[src/hw/rtl/nkcl_pkg.sv]
`timescale 1ns / 1ps
// ----------------------------------------------------------------------------
// nkcl_pkg
// Shared types and constants of the nearest-k candidate list unit.
// ----------------------------------------------------------------------------
package nkcl_pkg;

    localparam int K_MAX_DEF      = 32;
    localparam int NODE_LIMIT_DEF = 65535;
    localparam int QUEUE_DEPTH    = 2;

    localparam int NODE_W = 16;
    localparam int DIST_W = 32;
    localparam int RANK_W = 5;
    localparam int CNT_W  = 6;

    localparam logic [DIST_W-1:0] NO_EDGE      = '1;
    localparam logic [NODE_W-1:0] EMPTY_NODE   = '0;
    localparam logic [CNT_W-1:0]  CNT_RESET    = 6'd16;

    // Register word indexes on the configuration port.
    localparam logic REG_CAND_COUNT = 1'b0;

    // One classified item as it travels from the front to the back.
    typedef struct packed {
        logic [NODE_W-1:0] node;
        logic [DIST_W-1:0] distance;
        logic              ins;
        logic              last;
    } t_item;

    typedef enum logic {
        BK_RUN,
        BK_EMIT
    } t_back_state;

endpackage

[src/hw/rtl/nkcl_front.sv]
`timescale 1ns / 1ps
`default_nettype none
// ----------------------------------------------------------------------------
// nkcl_front
// Accepts input transfers, decides whether each item may enter the list and
// holds it in a register until the queue takes it.
// ----------------------------------------------------------------------------
module nkcl_front #(
    parameter int NODE_LIMIT = nkcl_pkg::NODE_LIMIT_DEF
) (
    input  wire logic                        i_clk,
    input  wire logic                        i_rst_n,
    input  wire logic                        i_valid,
    output logic                             o_ready,
    input  wire logic [nkcl_pkg::NODE_W-1:0] i_node,
    input  wire logic [nkcl_pkg::DIST_W-1:0] i_dist,
    input  wire logic [nkcl_pkg::NODE_W-1:0] i_row,
    input  wire logic                        i_last,
    output logic                             o_push,
    output nkcl_pkg::t_item                  o_item,
    input  wire logic                        i_full
);

    logic            r_valid;
    nkcl_pkg::t_item r_item;
    logic            accept;
    logic            ins;

    // Self entries, node zero and nodes past the limit never enter the list.
    assign ins = (i_node != i_row) && (i_node != '0)
              && (32'(i_node) <= 32'(NODE_LIMIT));

    assign o_push  = r_valid && !i_full;
    assign o_ready = !r_valid || !i_full;
    assign accept  = i_valid && o_ready;
    assign o_item  = r_item;

    always_ff @(posedge i_clk) begin
        if (!i_rst_n) begin
            r_valid <= 1'b0;
        end else if (accept) begin
            r_valid <= 1'b1;
        end else if (o_push) begin
            r_valid <= 1'b0;
        end
    end

    always_ff @(posedge i_clk) begin
        if (accept) begin
            r_item.node     <= i_node;
            r_item.distance <= i_dist;
            r_item.ins      <= ins;
            r_item.last     <= i_last;
        end
    end

endmodule
`default_nettype wire

[config.mk]
export PLATFORM = sky130hd
export DESIGN_NAME = nkcl_front
export DESIGN_NICKNAME = d
export VERILOG_FILES = /design/src/hw/rtl/nkcl_pkg.sv /design/src/hw/rtl/nkcl_front.sv
export SDC_FILE = /design/constraint.sdc
export NUM_CORES = 1
export LEC_CHECK = 0
export BUFFER_PORTS_ARGS = -buffer_cell sky130_fd_sc_hd__buf_2
export CAP_MARGIN = 20
export CORE_UTILIZATION = 45
export CTS_BUF_LIST = sky130_fd_sc_hd__clkbuf_8
export CTS_CLUSTER_DIAMETER = 120
export DETAILED_ROUTE_END_ITERATION = 8
export GPL_ROUTABILITY_DRIVEN = 0
export PLACE_DENSITY = 0.86
export SETUP_SLACK_MARGIN = 0.4
export SYNTH_ARGS = -nofsm -noshare
export SYNTH_HDL_FRONTEND = slang
export SYNTH_SLANG_ARGS = --single-unit
[constraint.sdc]
create_clock -name i_clk -period 4.1 [get_ports i_clk]
set_clock_uncertainty 0.05 [all_clocks]
set_input_delay 0.41 -clock i_clk [delete_from_list [all_inputs] [get_ports i_clk]]
set_output_delay 0.41 -clock i_clk [all_outputs]
set_load 0.05 [all_outputs]
; After elaboration in Yosys (flattened, before gate mapping)
; Index checks and enable logic that the tools add are counted.
[totals]
output_inout_bits = 52
ff_bits = 51
word_cells = 16
inputBits = 69
[classes]
n_reduce_logical = 8
n_eq_ne = 1
mux = 2
[op_table]
columns = cell, n
row1 = $ne 16x16->1, 1
row2 = $reduce_bool 16->1, 1
row3 = $logic_and 1x1->1, 3
row4 = $logic_not 1->1, 2
row5 = $mux 1, 2
row6 = $reduce_bool 2->1, 1
row7 = $logic_or 1x1->1, 1

; Logic depth before layout (Yosys ltp)
; Gate-level depths: netlist (run 1).
[logic_depth]
word_depth = 4
ltp_mapped = 4
ltp_nobuf = 4

; Worst setup path before layout (run 1)
; No wires, ideal clock.
[synth_timing]
path_type = input port to flip-flop
from = in i_full
to = reg r_item (netlist bit o_item[0]), enable pin
setup_time_ns = 0.413
arrival_time_ns = 2.048
n_path_buf = 0
required_time_ns = 3.637
path_slack_ns = 1.589
stages = 2
path_cell_list = nand2_1 and2_1
[synth_between]
elab_chain_len = 3
[synth_rtl]
columns = element, line
row1 = start: declaration, nkcl_front.sv:21  ; input wire logic i_full
row2 = $logic_not 1->1, nkcl_front.sv:34  ; assign o_ready = !r_valid || !i_full;
row3 = $logic_or 1x1->1, nkcl_front.sv:34
row4 = $logic_and 1x1->1, nkcl_front.sv:35  ; assign accept = i_valid && o_ready;
row5 = named net accept, nkcl_front.sv:26  ; logic accept;
row6 = end: declaration, nkcl_front.sv:25  ; nkcl_pkg::t_item r_item;
; The timed path passes the listed nets, and every way through them passes these cells.
; A chain may end at the register's enable or synchronous reset.

; Worst setup path in the final report (run 1)
[layout_timing]
from = reg r_valid
to = out o_push
[layout_between]
elab_chain_len = 1
[layout_rtl]
columns = element, line
row1 = start: declaration, nkcl_front.sv:24  ; logic r_valid;
row2 = start signal: assignment, nkcl_front.sv:40  ; r_valid <= 1'b0;
row3 = start signal: assignment, nkcl_front.sv:42  ; r_valid <= 1'b1;
row4 = start signal: assignment, nkcl_front.sv:44  ; r_valid <= 1'b0;
row5 = $logic_and 1x1->1, nkcl_front.sv:33  ; assign o_push = r_valid && !i_full;
row6 = end: declaration, nkcl_front.sv:19  ; output logic o_push,
; No other way between the ends.

==> summary.md, run 1 <==
| Metric | Value |
|---|---|
| Startpoint types | register |
| Post-DP Area | 0.00242 mm2 |
| Yosys Warn Count | 0 |
| Nets | 280 |
| Reg2Reg Launch Point | r_valid$_SDFFE_PN0P_ |
| Reg2reg setup slack | 2790 ps |
| Fmax | 0.674 GHz |
| Syn_nets | 152 |
| P_leak | 1.08 nW |
| WS Path Type | register to primary output |
| Worst hold start | i_dist[16] |
| RSZ-0062 raised after global routing | false |
| Final setup violation count | 0 |
| Buf+Inv Stages, Crit Path | 1 |
| Total Routed Length | 3.84 mm |
| CP arrival | 1020 ps |
| Max transition margin | 0.817 |
| Slowest cell on the critical path | dfxtp_1 |
| Avg Cell Area, Syn | 21.2 um2 |
| Pre-antenna DRT Iters | 4 |
| WHS Endpoint | o_item[18]$_DFFE_PP_ |
| Initial Util | 0.473 |
| Chip height | 64.5 um |
| DIE AREA | 0.00416 mm2 |
| Crit. End Element | primary output |
| CTS tree | done |
| Crit-path cells | nor2b_1 > buf_2 |
| Design Area, Final | 0.00255 mm2 |
| Run status | complete, no violations |
| Post-CTS setup buffers | 0 |
| Synthesized flop and latch total | 51 |
| Clk buf depth | 2 |
| Synth cell types | 11 |
| Final setup TNS | 0 ps |
| Final core utilization | 0.686 |
| Share of layout cells above drive strength 1 | 0.608 |
| Seq/Total Area, Yosys | 0.865 |
| Remaining Overflow, GRT | 0 |
| Max Cap Violations | 0 |
| Total Routing Usage GR | 0.202 |
| Final hold slack | 234 ps |
| Iter 0 DRT Violations | 137 |
| Design Power | 1.15 mW |
| Vias per cell | 4.66 |
| Period utilization | 0.362 |
| Initial antenna violation count | 0 |
| H-tree Lvls | 2 |
| IO Count | 121 |
| First-pass GRT wire length | 5.86 mm |
| Register clock-pin slew on the reported worst setup and hold paths | 90 ps |
| P_sw | 0.304 mW |
| Number of I/O port buffers | 120 |
| WHS Path Cells | 1 |
| R2R depth | 3 |
| Wire per inst | 14.8 um |
| DP HPWL | 2.98 mm |
| Crit-path max cell delay | 350 ps |
| CP Max Fanout | 3 |
| Sw Ratio | 0.265 |
| Max VDD drop | 218 uV |
| Hold WC Path Type | primary input to register |
| Largest net degree at the start of global routing | 51 |
| Logic gate share of total power | 0.178 |
| Area grow syn2layout | 44.9% |
| Fill count | 275 |
| Worst slew pin tran | 276 ps |
| Via count | 1211 |
| Synthesized instance count | 83 |
| Crit-path leading delay family | flip-flops |
| Die Width | 64.5 um |
| PwrDens | 450 mW/mm2 |
| Slew Limit Fails | 0 |
| Final Hold Vio Count | 0 |
| # resized after CTS | 0 |
| Site Rows | 22 |
| Reg power frac | 0.536 |
| Reg2reg end | o_item[31]$_DFFE_PP_ |
| Core Footprint | 0.00372 mm2 |
| Vias in the first global route | 1097 |
| Clock power share | 0.286 |
| # diodes | 0 |
| Num CTS Buffers | 5 |
| # DRC | 0 |
| Final ANT Viol Nets | 0 |
| Root Buffer | clkbuf_8 |
| Post-layout minimum cycle time | 1480 ps |
| Clock sink count | 51 |
| Hold Buf Count CTS | 0 |
| Cell area after synthesis | 0.00176 mm2 |
| CP Data Required Time | 3640 ps |
| Cell internal pwr | 0.843 mW |
| Worst skew pair latency | 290 ps |
[cells in the final DEF, fill, tap and decap left out, drive strengths merged]
master / n
nand2: 1
xnor2: 16
buf: 121
nor4: 5
clkbuf: 5
edfxtp: 50
and2: 1
nand4: 4
and4: 1
nor2: 1
clkinv: 2
bufinv: 1
a21oi: 1
dfxtp: 1
nor2b: 2
[per-layer routing]
| metal | part of all wire | global-route usage | vias to the layer above |
|---|---|---|---|
| li1 | - | - | 577 |
| met1 | 0.38 | 0.244 | 543 |
| met2 | 0.52 | 0.332 | 87 |
| met3 | 0.093 | 0.0757 | 4 |
| met4 | 0.0099 | 0.0750 | 0 |
| met5 | 0 | 0 | - |
[cells by family after synthesis]
kind of cell | after synthesis | share of synthesized area
compound gates | 1 | 0.00284
xor+xnor | 16 | 0.0797
flops | 51 | 0.865
simple gates | 15 | 0.0520
[metrics by stage]
| stage | worst slack [ps] | cells |
|---|---|---|
| finish | 2620 | 260 |
| global placement | 2210 | 251 |
| detailed placement | 2190 | 251 |
| floorplan | 1590 | 83 |
| CTS | 2420 | 259 |
| global route | 2550 | 260 |
[how the worst max path moves through the flow]
stage | start | endpoint | slack [ps] | cells after the start
2_1_floorplan | i_full | o_item[0]$_DFFE_PP_ | 1590 | 2
3_5_place_dp | i_full | o_item[20]$_DFFE_PP_ | 2190 | 3
3_3_place_gp | i_full | o_item[31]$_DFFE_PP_ | 2210 | 3
5_1_grt | r_valid$_SDFFE_PN0P_ | o_push | 2550 | 2
4_1_cts | r_valid$_SDFFE_PN0P_ | o_item[6]$_DFFE_PP_ | 2420 | 2
6_report | r_valid$_SDFFE_PN0P_ | o_push | 2620 | 2
[power groups by stage]
stage | Sequential, mW | Clock (mW) | Combinational, mW
final | 0.614 | 0.328 | 0.204
after global routing | 0.617 | 0.359 | 0.216
after CTS | 0.615 | 0.336 | 0.203
after detailed placement | 0.627 | 0 | 0.202
after global placement | 0.625 | 0 | 0.199
after floorplan | 0.729 | 0 | 0.0293
[worst reg2reg max path: cells and delay by family, from the launching register on]
kind | cells | cell delay (ps)
flops | 1 | 320
buf+inv | 1 | 260
simple gates | 2 | 360
[cell type report]
type,count,area (um2),area share
clock buffer,5,68.8,0.0270
multi-input combinational,32,238,0.0933
sequential,51,1520,0.597
tap,48,60.1,0.0236
clock inverter,3,38.8,0.0152
timing repair buffer,121,621,0.244
[Yosys cell counts]
| master | instances | area, um2 |
|---|---|---|
| dfxtp_1 | 1 | 20.0 |
| nand4_1 | 4 | 25.0 |
| nor2_1 | 1 | 3.75 |
| xnor2_1 | 16 | 140 |
| and4_1 | 1 | 8.76 |
| nand2_1 | 1 | 3.75 |
| edfxtp_1 | 50 | 1500 |
| nor4_1 | 5 | 31.3 |
| a21oi_1 | 1 | 5.00 |
| nor2b_1 | 2 | 12.5 |
| and2_1 | 1 | 6.26 |
[state kept, by name, summed over array words and instances, names as in the netlist]
name and flops:
r_valid 1, o_item 50
Power figures use the tool's default switching activity.
==> run 2, diff against run 1 <==
Settings changed: CORE_UTILIZATION 45 to 42, PLACE_DENSITY 0.86 to 0.81.
Clock period 4.1 ns to 1.4 ns, I/O delays scaled along.
==> run 2 against run 1 <==
Net effect:
- clock power grew 130%
- register-to-register slack got worse by 2500 ps
- global-route usage increased by 1.7 points
- first-iteration DRC count is 42% lower
- setup slack got worse by 2400 ps
- die area up 6.9%
- flip-flop and latch count did not move
- critical endpoint is now o_item[1]$_DFFE_PP_
- largest power group unchanged
==> summary.md, run 2 (synthesis gave the netlist of run 1 again) <==
| Metric | Value |
|---|---|
| Run status | complete, no violations |
| Vias per cell | 4.65 (-0.25%) |
| Total Routed Length | 4.65 mm (+21%) |
| Design Area, Final | 0.00334 mm2 (+31%) |
| Chip height | 66.7 um (+3.4%) |
| Num CTS Buffers | 5 (unchanged) |
| # DRC | 0 (unchanged) |
| Top Usage Layer GRT | met2 |
| Final setup TNS | 0 ps (unchanged) |
| Crit. End Element | register |
| Setup slack after layout | 240 ps (-2380 ps) |
| GRT met1 Usage | 0.200 (-0.0437) |
| Final ANT Viol Nets | 0 (unchanged) |
| Remaining Overflow, GRT | 0 (unchanged) |
| CP Max Fanout | 6 (+3) |
| Worst skew pair latency | 290 ps (about the same) |
| Met3 Track Usage GR | 0.0839 (+0.00820) |
| CTS tree | done |
| Site Rows | 23 (+4.5%) |
| Pre-antenna DRT Iters | 4 (unchanged) |
| Final hold slack | 15.9 ps (-218 ps) |
| Nets | 322 (+15%) |
| Vias in the first global route | 1460 (+33%) |
| Final core utilization | 0.836 (+0.150) |
| Initial antenna violation count | 0 (unchanged) |
| Reg2reg setup slack | 240 ps (-2550 ps) |
| Initial Util | 0.439 (-0.0336) |
| Final setup violation count | 0 (unchanged) |
| Max reg flops | 50 (unchanged) |
| Via count | 1417 (+17%) |
| Total Routing Usage GR | 0.220 (+0.0174) |
| Worst slew pin tran | 355 ps (+79.0 ps) |
| Area grow syn2layout | 90.2% |
| Commonest non-fill, non-tap cell in the layout | buf_2 |
| Fill count | 217 (-21%) |
| CP Data Required Time | 1370 ps (-2270 ps) |
| Period utilization | 0.829 |
| Die Width | 66.7 um (+3.4%) |
| Pre-CTS setup slack | 141 ps (-2040 ps) |
| Largest net degree at the start of global routing | 26 (-49%) |
| First-pass GRT wire length | 6.74 mm (+15%) |
| Final Hold Vio Count | 0 (unchanged) |
| CP arrival | 1130 ps (+110 ps) |
| Max Cap Violations | 0 (unchanged) |
| H-tree Lvls | 2 (unchanged) |
| DIE AREA | 0.00445 mm2 (+6.9%) |
| PwrDens | 1020 mW/mm2 (+130%) |
| Register clock-pin slew on the reported worst setup and hold paths | 90 ps (about the same) |
| Number of I/O port buffers | 120 (unchanged) |
| IO Count | 121 (unchanged) |
| Fmax | 0.862 GHz |
| Hold WC Path Type | primary input to register |
| Root Buffer | clkbuf_8 |
| Clock sink count | 51 (unchanged) |
| Share of layout cells above drive strength 1 | 0.531 (-0.0770) |
| WS Path Type | register to register |
| Core Footprint | 0.00400 mm2 (+7.6%) |
| RSZ-0062 raised after global routing | true |
| Post-CTS setup buffers | 0 (unchanged) |
| Post-DP Area | 0.00247 mm2 (+2.3%) |
| Wire per inst | 15.2 um (+3.2%) |
| Post-layout minimum cycle time | 1160 ps |
| Met2 Usage GRT | 0.427 (+0.0952) |
| Clk buf depth | 2 (unchanged) |
| Most frequent cells in the layout | buf_2, buf_6, edfxtp_1 |
| Max transition margin | 0.761 (-0.0561) |
| Slew Limit Fails | 0 (unchanged) |
| Startpoint types | register |
| Max VDD drop | 841 uV (+290%) |
| P_leak | 1.40 nW (+30%) |
| DP HPWL | 2.78 mm (-6.6%) |
| Iter 0 DRT Violations | 79 (-42%) |
-- run 2: cell types whose count changed in the layout (fill, tap and decap cells not counted), moves of 2 or more --
cell	change
buf_8	+2
buf_2	-52
inv_1	+2
buf_6	+51
dlygate4sd3_1	+38
-- run 2: area by class of cell --
type | instances | area [um2] | area share
Sequential cell | 51 | 1530 | 0.456
Timing Repair Buffer | 163 | 1420 | 0.424
Multi-Input combinational cell | 32 | 254 | 0.0760
Clock buffer | 5 | 68.8 | 0.0206
Tap cell | 50 | 62.6 | 0.0187
Clock inverter | 3 | 12.5 | 0.00374
Antenna cell | 1 | 2.50 | 0.000749
-- run 2: stage by stage --
stage,std cells,total power [mW]
after floorplan,83,2.22
after global placement,255,2.44
after detailed placement,255,2.45
after CTS,302,3.43
after global routing,304,3.54
final,305,3.42
-- run 2: timing repair --
action | 4_1_cts | 5_1_grt
hold endpoints to repair | 38 | 0
pin swaps | 1 | 1
hold buffers | 38 | 0
gates cloned | 1 | 2
endpoints found under the setup margin | 102 | 102
gates resized for setup | 107 | 2
-- run 2: path summary, 6_finish.rpt --
check | from | endpoint | cells after the start
worst max-delay path | r_valid$_SDFFE_PN0P_ | o_item[1]$_DFFE_PP_ | 3
worst min-delay path | i_node[9] | o_item[43]$_DFFE_PP_ | 1
worst max register to register | r_valid$_SDFFE_PN0P_ | o_item[1]$_DFFE_PP_ | 3
worst min register to register | r_valid$_SDFFE_PN0P_ | r_valid$_SDFFE_PN0P_ | 2
-- run 2: critical path, cell delays in order, from the launching register on --
cell       delay, ps
dfxtp_4          360
nand2_4           60
and2_4           240
clkbuf_16        180
-- run 2: layer usage --
metal	routed length, um	vias up
met1	1460	656
li1	-	661
met2	2670	90
met5	0	-
met4	95	0
met3	426	10
-- run 2: power by group --
group / internal [mW] / switching (mW)
logic: 0.369 / 0.467
registers: 1.78 / 0.0400
clock network: 0.337 / 0.429
total: 2.49 / 0.936
