$ cat config.mk
export PLATFORM = sky130hd
export DESIGN_NAME = nkcl_queue
export DESIGN_NICKNAME = d
export VERILOG_FILES = /design/src/hw/rtl/nkcl_pkg.sv /design/src/hw/rtl/nkcl_queue.sv
export SDC_FILE = /design/constraint.sdc
export NUM_CORES = 1
export LEC_CHECK = 0
export BUFFER_PORTS_ARGS = -buffer_cell sky130_fd_sc_hd__buf_2
export CAP_MARGIN = 10
export CORE_ASPECT_RATIO = 0.7
export CORE_MARGIN = 2
export CORE_UTILIZATION = 45
export CTS_CLUSTER_SIZE = 16
export DETAILED_ROUTE_END_ITERATION = 7
export PLACE_DENSITY_LB_ADDON = 0.2
export SLEW_MARGIN = 15
export SYNTH_ARGS = -nofsm -noshare
export SYNTH_HDL_FRONTEND = slang
export SYNTH_SLANG_ARGS = --single-unit
$ cat constraint.sdc
create_clock -name i_clk -period 4 [get_ports i_clk]
set_input_delay 0.8 -clock i_clk [delete_from_list [all_inputs] [get_ports i_clk]]
set_output_delay 0.8 -clock i_clk [all_outputs]
set_load 0.05 [all_outputs]
$ cat src/hw/rtl/nkcl_pkg.sv
`timescale 1ns / 1ps
// ----------------------------------------------------------------------------
// nkcl_pkg
// Shared types and constants of the nearest-k candidate list unit.
// ----------------------------------------------------------------------------
package nkcl_pkg;

    localparam int K_MAX_DEF      = 32;
    localparam int NODE_LIMIT_DEF = 65535;
    localparam int QUEUE_DEPTH    = 2;

    localparam int NODE_W = 16;
    localparam int DIST_W = 32;
    localparam int RANK_W = 5;
    localparam int CNT_W  = 6;

    localparam logic [DIST_W-1:0] NO_EDGE      = '1;
    localparam logic [NODE_W-1:0] EMPTY_NODE   = '0;
    localparam logic [CNT_W-1:0]  CNT_RESET    = 6'd16;

    // Register word indexes on the configuration port.
    localparam logic REG_CAND_COUNT = 1'b0;

    // One classified item as it travels from the front to the back.
    typedef struct packed {
        logic [NODE_W-1:0] node;
        logic [DIST_W-1:0] distance;
        logic              ins;
        logic              last;
    } t_item;

    typedef enum logic {
        BK_RUN,
        BK_EMIT
    } t_back_state;

endpackage

$ cat src/hw/rtl/nkcl_queue.sv
`timescale 1ns / 1ps
`default_nettype none
// ----------------------------------------------------------------------------
// nkcl_queue
// Small first-in first-out queue of classified items between front and back.
// ----------------------------------------------------------------------------
module nkcl_queue #(
    parameter int DEPTH = nkcl_pkg::QUEUE_DEPTH
) (
    input  wire logic            i_clk,
    input  wire logic            i_rst_n,
    input  wire logic            i_push,
    input  wire nkcl_pkg::t_item i_item,
    output logic                 o_full,
    input  wire logic            i_pop,
    output nkcl_pkg::t_item      o_item,
    output logic                 o_empty
);

    localparam int PTR_W = (DEPTH > 1) ? $clog2(DEPTH) : 1;
    localparam int CNT_W = $clog2(DEPTH + 1);

    nkcl_pkg::t_item  r_mem [DEPTH];
    logic [PTR_W-1:0] r_wr_ptr;
    logic [PTR_W-1:0] r_rd_ptr;
    logic [CNT_W-1:0] r_count;
    logic             do_push;
    logic             do_pop;

    assign o_full  = (r_count == CNT_W'(DEPTH));
    assign o_empty = (r_count == '0);
    assign do_push = i_push && !o_full;
    assign do_pop  = i_pop && !o_empty;
    assign o_item  = r_mem[r_rd_ptr];

    always_ff @(posedge i_clk) begin
        if (!i_rst_n) begin
            r_wr_ptr <= '0;
            r_rd_ptr <= '0;
            r_count  <= '0;
        end else begin
            if (do_push) begin
                r_wr_ptr <= (r_wr_ptr == PTR_W'(DEPTH - 1)) ? '0 : r_wr_ptr + 1'b1;
            end
            if (do_pop) begin
                r_rd_ptr <= (r_rd_ptr == PTR_W'(DEPTH - 1)) ? '0 : r_rd_ptr + 1'b1;
            end
            if (do_push && !do_pop) begin
                r_count <= r_count + 1'b1;
            end else if (do_pop && !do_push) begin
                r_count <= r_count - 1'b1;
            end
        end
    end

    always_ff @(posedge i_clk) begin
        if (do_push) begin
            r_mem[r_wr_ptr] <= i_item;
        end
    end

endmodule
`default_nettype wire

# Yosys cells after proc, flatten, opt, wreduce, memory -nomap -nowiden

Memories as Yosys holds them, arrays and structs flattened. A register that Yosys moved wholly into a read port is not among the register bits.
Cells that the tools add are included.

Equality and inequality tests: 1
Multiplexer cells: 8
Reductions and logical operators: 10
$add $sub $neg: 4

Operators by type and width:

| operator                                          | number |
|---|---|
| two-way mux 1 bit                                 | 6 |
| logical AND 1 bit                                 | 4 |
| logical NOT 1 bit                                 | 4 |
| two-way mux 2 bit                                 | 2 |
| adder 1 bit (second input constant)               | 2 |
| adder 2 x 1 -> 2 bit (second input constant)      | 1 |
| == test 2 bit (second input constant)             | 1 |
| logical NOT 2 bit                                 | 1 |
| nonzero test 2 bit                                | 1 |
| subtractor 2 x 1 -> 2 bit (second input constant) | 1 |

Memories: 1
Memory bits (writable): 100
Output and inout bits: 52
Input bits: 54
Word-level logic and storage cells: 27
Bits in registers: 4

Memories:

| memory | words | width | rd ports | clocked after Yosys merged registers in | write ports | line             | RTL |
|---|---|---|---|---|---|---|---|
| r_mem  | 2     | 50    | 1        | 1                                       | 1           | nkcl_queue.sv:23 | `nkcl_pkg::t_item r_mem [DEPTH];` |

# Longest topological paths before layout

Gate-level depths: netlist of run 1.

Depth after elaboration: 7
Gate-level depth with buffers: 7
Depth with buffers taken out: 7

# Worst setup path before layout of run 1

No wires, ideal clock.

Path type: input to register
From: input port i_push
To: memory r_mem[0][0] (netlist bit), enable pin
Cell stages on the path: 2
Arrival time: 2857 ps
Data required time: 3550 ps
Buffers on the path: 0
Library setup time: 450 ps
Path slack: 692 ps
Cell sequence: inv_1 nor3_2

Word-level cells in the longest chain between the ends: 3

RTL lines:

| what                                    | line             | RTL |
|---|---|---|
| from (decl)                             | nkcl_queue.sv:12 | `input wire logic i_push,` |
| logical AND 1 bit                       | nkcl_queue.sv:32 | `assign do_push = i_push && !o_full;` |
| two-way mux 1 bit                       | nkcl_queue.sv:57 | `if (do_push) begin` |
| two-way mux 1 bit (not written as such) | nkcl_queue.sv:58 | `r_mem[r_wr_ptr] <= i_item;` |
| to (decl)                               | nkcl_queue.sv:23 |  |

No other way between the ends.

==> flow_summary_export.csv, run 1 <==
group,metric,value,unit
route,drcViolationCount,0,
global_route,grt_pass1_wl,9.80,mm
global_route,grt_max_degree,52,
worst_setup_path,required,3.20,ns
yosys,muxShareOfSynthArea,0.147,
worst_setup_path,worst_setup_path_start_kind,"flop",
worst_setup_path,path_class,"reg2out",
layout,antenna_cells,0,
layout,syn_to_final_growth,24.5,%
yosys,syn_inst,181,
floorplan,row_count,28,
yosys,synth.distinct_cells,22,
floorplan,chipWidth,114,um
sta,hold_slack,0.539,ns
pwr,power.net_switching,1.34,mW
global_route,antenna_found_initial,0,
pwr,seq_power_share,0.414,
floorplan,io_pins,106,
placed_design,place_hpwl,4.33,mm
clocking,cts_max_level,3,
floorplan,die-area,0.00927,mm2
pwr,p_int,2.16,mW
pwr,swShare,0.384,
worst_setup_path,reg2reg_slack,1.95,ns
global_route,overflow,0,
yosys,synth_top_family_by_area,"multiplexers",
clocking,clock_sinks,105,
sta,relSlewSlack,0.521,
clocking,ctsResizeCount,0,
route,dr.pass1.iters,4,
yosys,ys.warnings.count,0,
sta,finalSetupTns,0,ns
sta,min_period,2.85,ns
worst_setup_path,cp.arrival,2.05,ns
pwr,p_total,3.50,mW
yosys,synth-seq-cells,105,
worst_hold_path,hold_path_class,"reg2reg",
layout,nets,349,
placed_design,gp_congestion,0.692,
layout,drive_gt1_frac,0.579,
floorplan,initial_core_util,0.457,
yosys,yosys.area_share.simple,0.0144,
yosys,synth_area,0.00383,mm2
route,drtAntennaViolNets,0,
yosys,avgSynthCellArea,21.2,um2
placed_design,pre_cts_ws,1.48,ns
worst_setup_path,worstPathMaxFanout,33,
route,drt-total-wl,6.58,mm
clocking,ctsHoldBuffers,0,
pwr,leakagePower,1.78,nW
sta,fin_ws,1.15,ns
yosys,synthAdderAreaFrac,0.00327,
yosys,yosysSeqAreaShare,0.810,
worst_setup_path,rr_worst_depth,3,
pwr,power.share.combinational,0.358,
clocking,clock-root-buffer,"clkbuf_16",
sta,finalHoldViolations,0,
sta,setup_viol_count_final,0,
placed_design,portBuffers,105,
route,via_per_inst,4.79,
sta,worst_pin_slew,0.718,ns
pwr,p_clk_frac,0.228,
sta,grt_setup_unrepaired,"no",
sta,fin_crit_sh,0.712,
layout,final_cell_mix,"buf_2 (105), edfxtp_1 (100), mux2_2 (46), clkbuf_16 (9)",
yosys,syn-num-nets,236,
floorplan,coreArea,0.00837,mm2
sta,fin_skew,0.00403,ns
clocking,clockBufferDepth,2,
job,maxCapViolCount,0,
pwr,max-vdd-ir-drop,0.390,mV
yosys,synth-xor-area-share,0.00686,
clocking,clk_pin_slew,0.06,ns
route,routedWlPerCell,16.3,um
clocking,cts_tree,"built",
worst_hold_path,holdPathStages,2,
pwr,power.density,734,mW/mm2
global_route,grt_pass1_vias,1947,
sta,max_freq,351,MHz
sta,slew_violations,0,
route,first_iter_violations,85,
yosys,synth_compound_area_frac,0.00850,
global_route,grt_usage,0.145,
layout,layout_commonest_cell,"buf_2",
clocking,cts_buffers,9,
floorplan,die_y,81.2,um
route,vias,1937,
worst_setup_path,setup.worst_path.end_class,"output pin",
clocking,cts_setup_buffers,0,
clocking,clock_latency,0.33,ns
status,status,"complete, no violations",
[per-layer routing]
metal | global-route usage | wire length, um
met2 | 0.232 | 3080
met1 | 0.184 | 2970
met3 | 0.0545 | 460
met4 | 0.0549 | 70
met5 | 0 | 0
[per-stage QoR]
stage	instances	cell area (um2)	util
after floorplan	181	3830	-
after global placement	388	4490	0.536
after detailed placement	388	4490	0.536
after CTS	404	4770	0.569
after global routing	404	4770	0.569
final	404	4770	0.569
[cells in the mapped netlist]
library cell / instances / share of area
or3_1: 1 / 0.0016
buf_2: 5 / 0.0065
o21a_1: 1 / 0.0020
mux2_1: 4 / 0.012
nor3_2: 1 / 0.0026
and2_1: 3 / 0.0049
clkbuf_1: 1 / 0.00098
xnor2_1: 2 / 0.0046
ha_1: 1 / 0.0033
dfxtp_1: 5 / 0.026
xor2_1: 1 / 0.0023
inv_2: 1 / 0.00098
o21ai_0: 1 / 0.0013
o21ai_1: 1 / 0.0013
edfxtp_1: 100 / 0.78
a21boi_1: 1 / 0.0020
and3_1: 1 / 0.0016
mux2_2: 46 / 0.14
nor2_1: 2 / 0.0020
inv_1: 1 / 0.00098
a21boi_0: 1 / 0.0020
nand2b_1: 1 / 0.0016
[worst max-delay path, stage by stage, from the launching register on]
cell     delay, ns
dfxtp_2       0.60
buf_4         0.48
mux2_2        0.40
buf_2         0.21
[layout make-up]
cell class	count	area (um2)
Timing Repair Buffer	108	548
Fill cell	647	3610
Clock buffer	9	225
Tap cell	105	131
Multi-Input combinational cell	68	697
Sequential cell	105	3100
Inverter	2	7.51
Clock inverter	7	53.8
[path summary, 6_finish.rpt]
check / from / endpoint
setup reg to reg: r_count[0] / r_mem[1][25]
hold reg to reg: r_count[1] / r_count[1]
setup / recovery: flop / o_item[4]
hold / removal: r_count[1] / r_count[1]
[flip-flops by register name (all words and copies together) (netlist names), named ones only]
register,flops
r_count,2
r_wr_ptr,1
r_mem,100
r_rd_ptr,1
[power groups by stage]
stage	Clock (mW)	Combinational [mW]	Sequential, mW
after floorplan	0	1.02	1.44
final	0.796	1.25	1.45
after CTS	0.820	1.27	1.45
after global placement	0	1.26	1.47
after detailed placement	0	1.26	1.48
after global routing	0.862	1.33	1.47
[cells by family after synthesis]
kind of cell / after synthesis
muxes: 50
and+or+nand+nor: 9
xor gates and xnor gates: 3
DFF: 105
AOI/OAI and AO/OA: 5
adders and majority gates: 1
buffers and inverters: 8
No activity file was read; power rests on OpenSTA's default activity.
==> inputs of run 2 (changes only) <==
Clock period 4 ns to 2.4 ns, I/O delays scaled along.
==> flow_summary_export.csv, run 2 (synthesized netlist as in run 1, its figures left out) <==
group,metric,value,unit
layout,antenna_cells,0,
layout,fin_util,0.569,
floorplan,io_pins,106,
sta,setup_viol_count_final,0,
layout,ff_latch_area,0.00310,mm2
route,drtAntennaViolNets,0,
pwr,leakagePower,1.79,nW
worst_setup_path,worst_setup_path_start_kind,"flop",
sta,min_period,1.99,ns
worst_setup_path,required,1.92,ns
clocking,clk_pin_slew,0.06,ns
worst_setup_path,crit_chain,"buf_12 > mux2_2 > buf_2",
placed_design,portBuffers,105,
clocking,clock_latency,0.33,ns
route,routedWlPerCell,16.1,um
layout,drive_gt1_frac,0.567,
clocking,clock-root-buffer,"clkbuf_16",
clocking,cts_tree,"built",
sta,finalSetupTns,0,ns
worst_setup_path,setup.worst_path.end_class,"output pin",
sta,fin_ws,0.409,ns
clocking,clock_sinks,105,
sta,fin_skew,0.00471,ns
route,vias,1956,
floorplan,initial_core_util,0.457,
layout,max_flop_register,"r_mem",
sta,relSlewSlack,0.755,
placed_design,gp_congestion,0.687,
sta,fin_crit_sh,0.830,
clocking,cts_max_level,3,
placed_design,pre_cts_ws,0.751,ns
layout,nFillCells,650,
sta,slew_violations,0,
worst_hold_path,hold_path_class,"in2reg",
route,first_iter_violations,82,
global_route,overflow,0,
layout,fin_cells,405,
layout,largest_register_ffs,100,
global_route,grt_pass1_vias,1974,
pwr,p_total,5.78,mW
clocking,clockBufferDepth,2,
floorplan,coreArea,0.00837,mm2
route,drcViolationCount,0,
placed_design,placedCellCount,391,
layout,layout_commonest_cell,"buf_2",
clocking,cts_setup_buffers,0,
global_route,grt_usage,0.145,
worst_setup_path,crit_family,"buffers and inverters",
worst_setup_path,cp.arrival,1.51,ns
sta,max_freq,502,MHz
clocking,ctsResizeCount,0,
layout,final_cell_mix,"buf_2 (105), edfxtp_1 (100), mux2_2 (46), clkbuf_16 (9), buf_4 (5)",
layout,multiInputGateArea,697,um2
floorplan,die-area,0.00927,mm2
job,maxCapViolCount,0,
pwr,power.density,1210,mW/mm2
layout,syn_to_final_growth,24.5,%
route,via_per_inst,4.83,
floorplan,chipWidth,114,um
worst_setup_path,worstPathMaxFanout,36,
global_route,antenna_found_initial,0,
worst_setup_path,reg2reg_slack,0.82,ns
sta,worst_pin_slew,0.367,ns
worst_setup_path,path_buf_inv,2,
status,status,"complete, no violations",
floorplan,row_count,28,
worst_setup_path,cp_slowest_stage_delay,0.37,ns
sta,grt_setup_unrepaired,"no",
pwr,max-vdd-ir-drop,0.686,mV
route,drt-total-wl,6.51,mm
layout,nets,352,
sta,finalHoldViolations,0,
worst_setup_path,slowest_stage,"mux2_2",
floorplan,die_y,81.2,um
global_route,grt_pass1_wl,9.76,mm
worst_setup_path,path_class,"reg2out",
clocking,ctsHoldBuffers,0,
clocking,cts_buffers,9,
layout,top_regs,"r_mem: 100 flops, r_count: 2 flops",
route,dr.pass1.iters,4,
global_route,grt_max_degree,37,
placed_design,place_hpwl,4.37,mm
run 2: changes by cell type in the layout (fill, tap and decap cells not counted):
cell / before / now
buf_12: 0 / 1
buf_4: 3 / 5
clkbuf_1: 0 / 3
clkinv_1: 1 / 2
clkinv_4: 2 / 0
clkinvlp_4: 2 / 0
inv_6: 2 / 0
run 2: per-stage QoR:
| stage | hold slack [ns] | area, um2 |
|---|---|---|
| 3_5_place_dp | 0.510 | 4520 |
| 3_3_place_gp | 0.503 | 4520 |
| 5_1_grt | 0.318 | 4770 |
| 4_1_cts | 0.319 | 4770 |
| 2_1_floorplan | 0.483 | 3830 |
| 6_report | 0.335 | 4770 |
run 2: path summary, 6_finish.rpt:
check / from / to / cells after the start
worst max register to register: r_count[0] / r_count[1] / 6
worst min register to register: r_count[1] / r_count[1] / 2
worst max-delay path: flop / o_item[8] / 3
worst min-delay path: i_item[13] / r_mem[0][13] / 1
run 2: final cells by class:
class	count	area share
flip-flops and latches	105	0.651
multi-input cells	68	0.146
repair buffers	111	0.122
clock buffers	12	0.0496
well taps	105	0.0276
clock inverters	2	0.00157
inverters	2	0.00157
run 2: layer usage:
metal	up-vias	share of wire	GRT usage	routed length, um
met1	941	0.44	0.186	2890
met3	8	0.083	0.0694	538
met5	-	0	0	0
met4	0	0.015	0.0512	95
met2	70	0.46	0.216	2980
li1	937	-	-	-
run 2: power breakdown:
| part | leakage, nW | switching, mW | internal (mW) |
|---|---|---|---|
| combinational | 0.693 | 1.56 | 0.612 |
| sequential | 0.975 | 0.0707 | 2.31 |
| clock | 0.118 | 0.548 | 0.685 |
==> inputs of run 3 (changes only) <==
Clock period 2.4 ns to 2 ns, I/O delays scaled along.
==> flow_summary_export.csv, run 3 (synthesized netlist as in run 1, its figures left out) <==
group,metric,value,unit
sta,grt_setup_unrepaired,"no",
global_route,grt_pass1_vias,1990,
status,status,"complete, no violations",
layout,syn_to_final_growth,26.7,%
floorplan,io_pins,106,
worst_setup_path,worst_setup_path_start_kind,"flop",
pwr,leakagePower,1.82,nW
worst_setup_path,r2r-start,"r_count[1]",
layout,nets,352,
worst_setup_path,worstPathMaxFanout,26,
sta,slew_violations,0,
clocking,ctsHoldBuffers,0,
route,via_per_inst,4.88,
floorplan,die_y,81.2,um
worst_setup_path,setup.worst_path.end_class,"output pin",
layout,fin_util,0.579,
route,routedWlPerCell,15.8,um
global_route,antenna_found_initial,0,
clocking,ctsResizeCount,0,
pwr,power.density,1490,mW/mm2
clocking,clock-root-buffer,"clkbuf_16",
layout,largest_register_ffs,100,
layout,fin_area,0.00485,mm2
placed_design,place_area,0.00456,mm2
route,drcViolationCount,0,
floorplan,die-area,0.00927,mm2
clocking,clockBufferDepth,2,
placed_design,place_hpwl,4.18,mm
floorplan,row_count,28,
route,vias,1988,
clocking,clock_sinks,105,
layout,drive_gt1_frac,0.583,
worst_hold_path,hold_path_class,"in2reg",
job,maxCapViolCount,0,
worst_hold_path,holdPathEnd,"r_mem[1][4]",
route,first_iter_violations,105,
layout,max_flop_register,"r_mem",
route,drtAntennaViolNets,0,
clocking,cts_buffers,9,
layout,antenna_cells,0,
pwr,p_total,7.21,mW
pwr,max-vdd-ir-drop,1.06,mV
worst_setup_path,required,1.60,ns
worst_hold_path,min_from,"i_item[4]",
clocking,clk_pin_slew,0.06,ns
clocking,cts_max_level,3,
global_route,grt_max_degree,44,
clocking,cts_setup_buffers,0,
worst_setup_path,worstReg2RegEnd,"r_count[1]",
worst_setup_path,rr_worst_depth,6,
route,drt-total-wl,6.44,mm
sta,setup_viol_count_final,0,
sta,finalHoldViolations,0,
sta,relSlewSlack,0.742,
clocking,cts_tree,"built",
worst_hold_path,holdPathStages,1,
sta,fin_crit_sh,0.947,
worst_setup_path,reg2reg_slack,0.47,ns
floorplan,coreArea,0.00837,mm2
global_route,grt_usage,0.142,
sta,fin_skew,0.00455,ns
floorplan,initial_core_util,0.457,
worst_setup_path,path_class,"reg2out",
sta,hold_slack,0.251,ns
sta,min_period,1.89,ns
global_route,grt_pass1_wl,9.60,mm
sta,worst_pin_slew,0.387,ns
clocking,clock_latency,0.33,ns
floorplan,chipWidth,114,um
placed_design,gp_congestion,0.718,
layout,top_regs,"r_mem: 100 flops, r_count: 2 flops",
layout,final_cell_mix,"buf_2 (105), edfxtp_1 (100), mux2_2 (46), clkbuf_16 (9), mux2_1 (4)",
sta,max_freq,528,MHz
worst_setup_path,cp.arrival,1.49,ns
global_route,overflow,0,
placed_design,portBuffers,105,
layout,layout_commonest_cell,"buf_2",
route,dr.pass1.iters,4,
==> run 3: cell count changes in the layout (fill, tap and decap cells not counted) <==
cell       change
clkbuf_8       +1
buf_4          -2
nand2b_1       -1
nand2b_4       +1
buf_12         +2
inv_2          -1
clkinv_2       +2
dfxtp_1        -1
clkinv_1       -2
inv_6          +1
dfxtp_2        +1
bufinv_16      +1
==> run 3: routing by layer <==
metal | routed length (um) | vias to the layer above | track usage | part of all wire
li1 | - | 939 | - | -
met1 | 2830 | 977 | 0.176 | 0.44
met2 | 3150 | 61 | 0.227 | 0.49
met3 | 378 | 11 | 0.0552 | 0.059
met4 | 78 | 0 | 0.0585 | 0.012
met5 | 0 | - | 0 | 0
==> run 3: through the flow <==
step                setup TNS [ns]  instances  setup WS [ns]
floorplan                   -13.15        181         -0.260
global placement                 0        391          0.455
detailed placement               0        391          0.421
CTS                              0        407         0.0757
global route                     0        407         0.0500
finish                           0        407          0.106
==> run 3: cell type report <==
| type | instances | area (um2) |
|---|---|---|
| clock inverter | 3 | 40.0 |
| tap | 105 | 131 |
| multi-input combinational | 68 | 704 |
| timing repair buffer | 111 | 608 |
| clock buffer | 13 | 250 |
| fill | 633 | 3520 |
| inverter | 2 | 12.5 |
| sequential | 105 | 3110 |
==> run 3: critical path, cell delays in order (launching register included) <==
cell,delay (ns)
dfxtp_2,0.37
buf_12,0.20
mux2_2,0.36
buf_2,0.21
==> run 3: how the worst max path moves through the flow <==
| stage | from | endpoint | slack [ns] | cells past startpoint |
|---|---|---|---|---|
| floorplan | r_count[0] | r_mem[0][0] | -0.26 | 3 |
| global placement | flop | o_item[13] | 0.45 | 3 |
| detailed placement | i_push | r_count[1] | 0.42 | 6 |
| CTS | flop | o_item[13] | 0.08 | 3 |
| global route | flop | o_item[28] | 0.05 | 3 |
| finish | flop | o_item[13] | 0.11 | 3 |
==> run 3: report_power, final <==
| part | internal [mW] | leakage (nW) | switching [mW] |
|---|---|---|---|
| Clock | 1.00 | 0.144 | 0.691 |
| Combinational | 0.782 | 0.702 | 1.87 |
| Sequential | 2.77 | 0.976 | 0.0942 |
| Total | 4.55 | 1.82 | 2.66 |
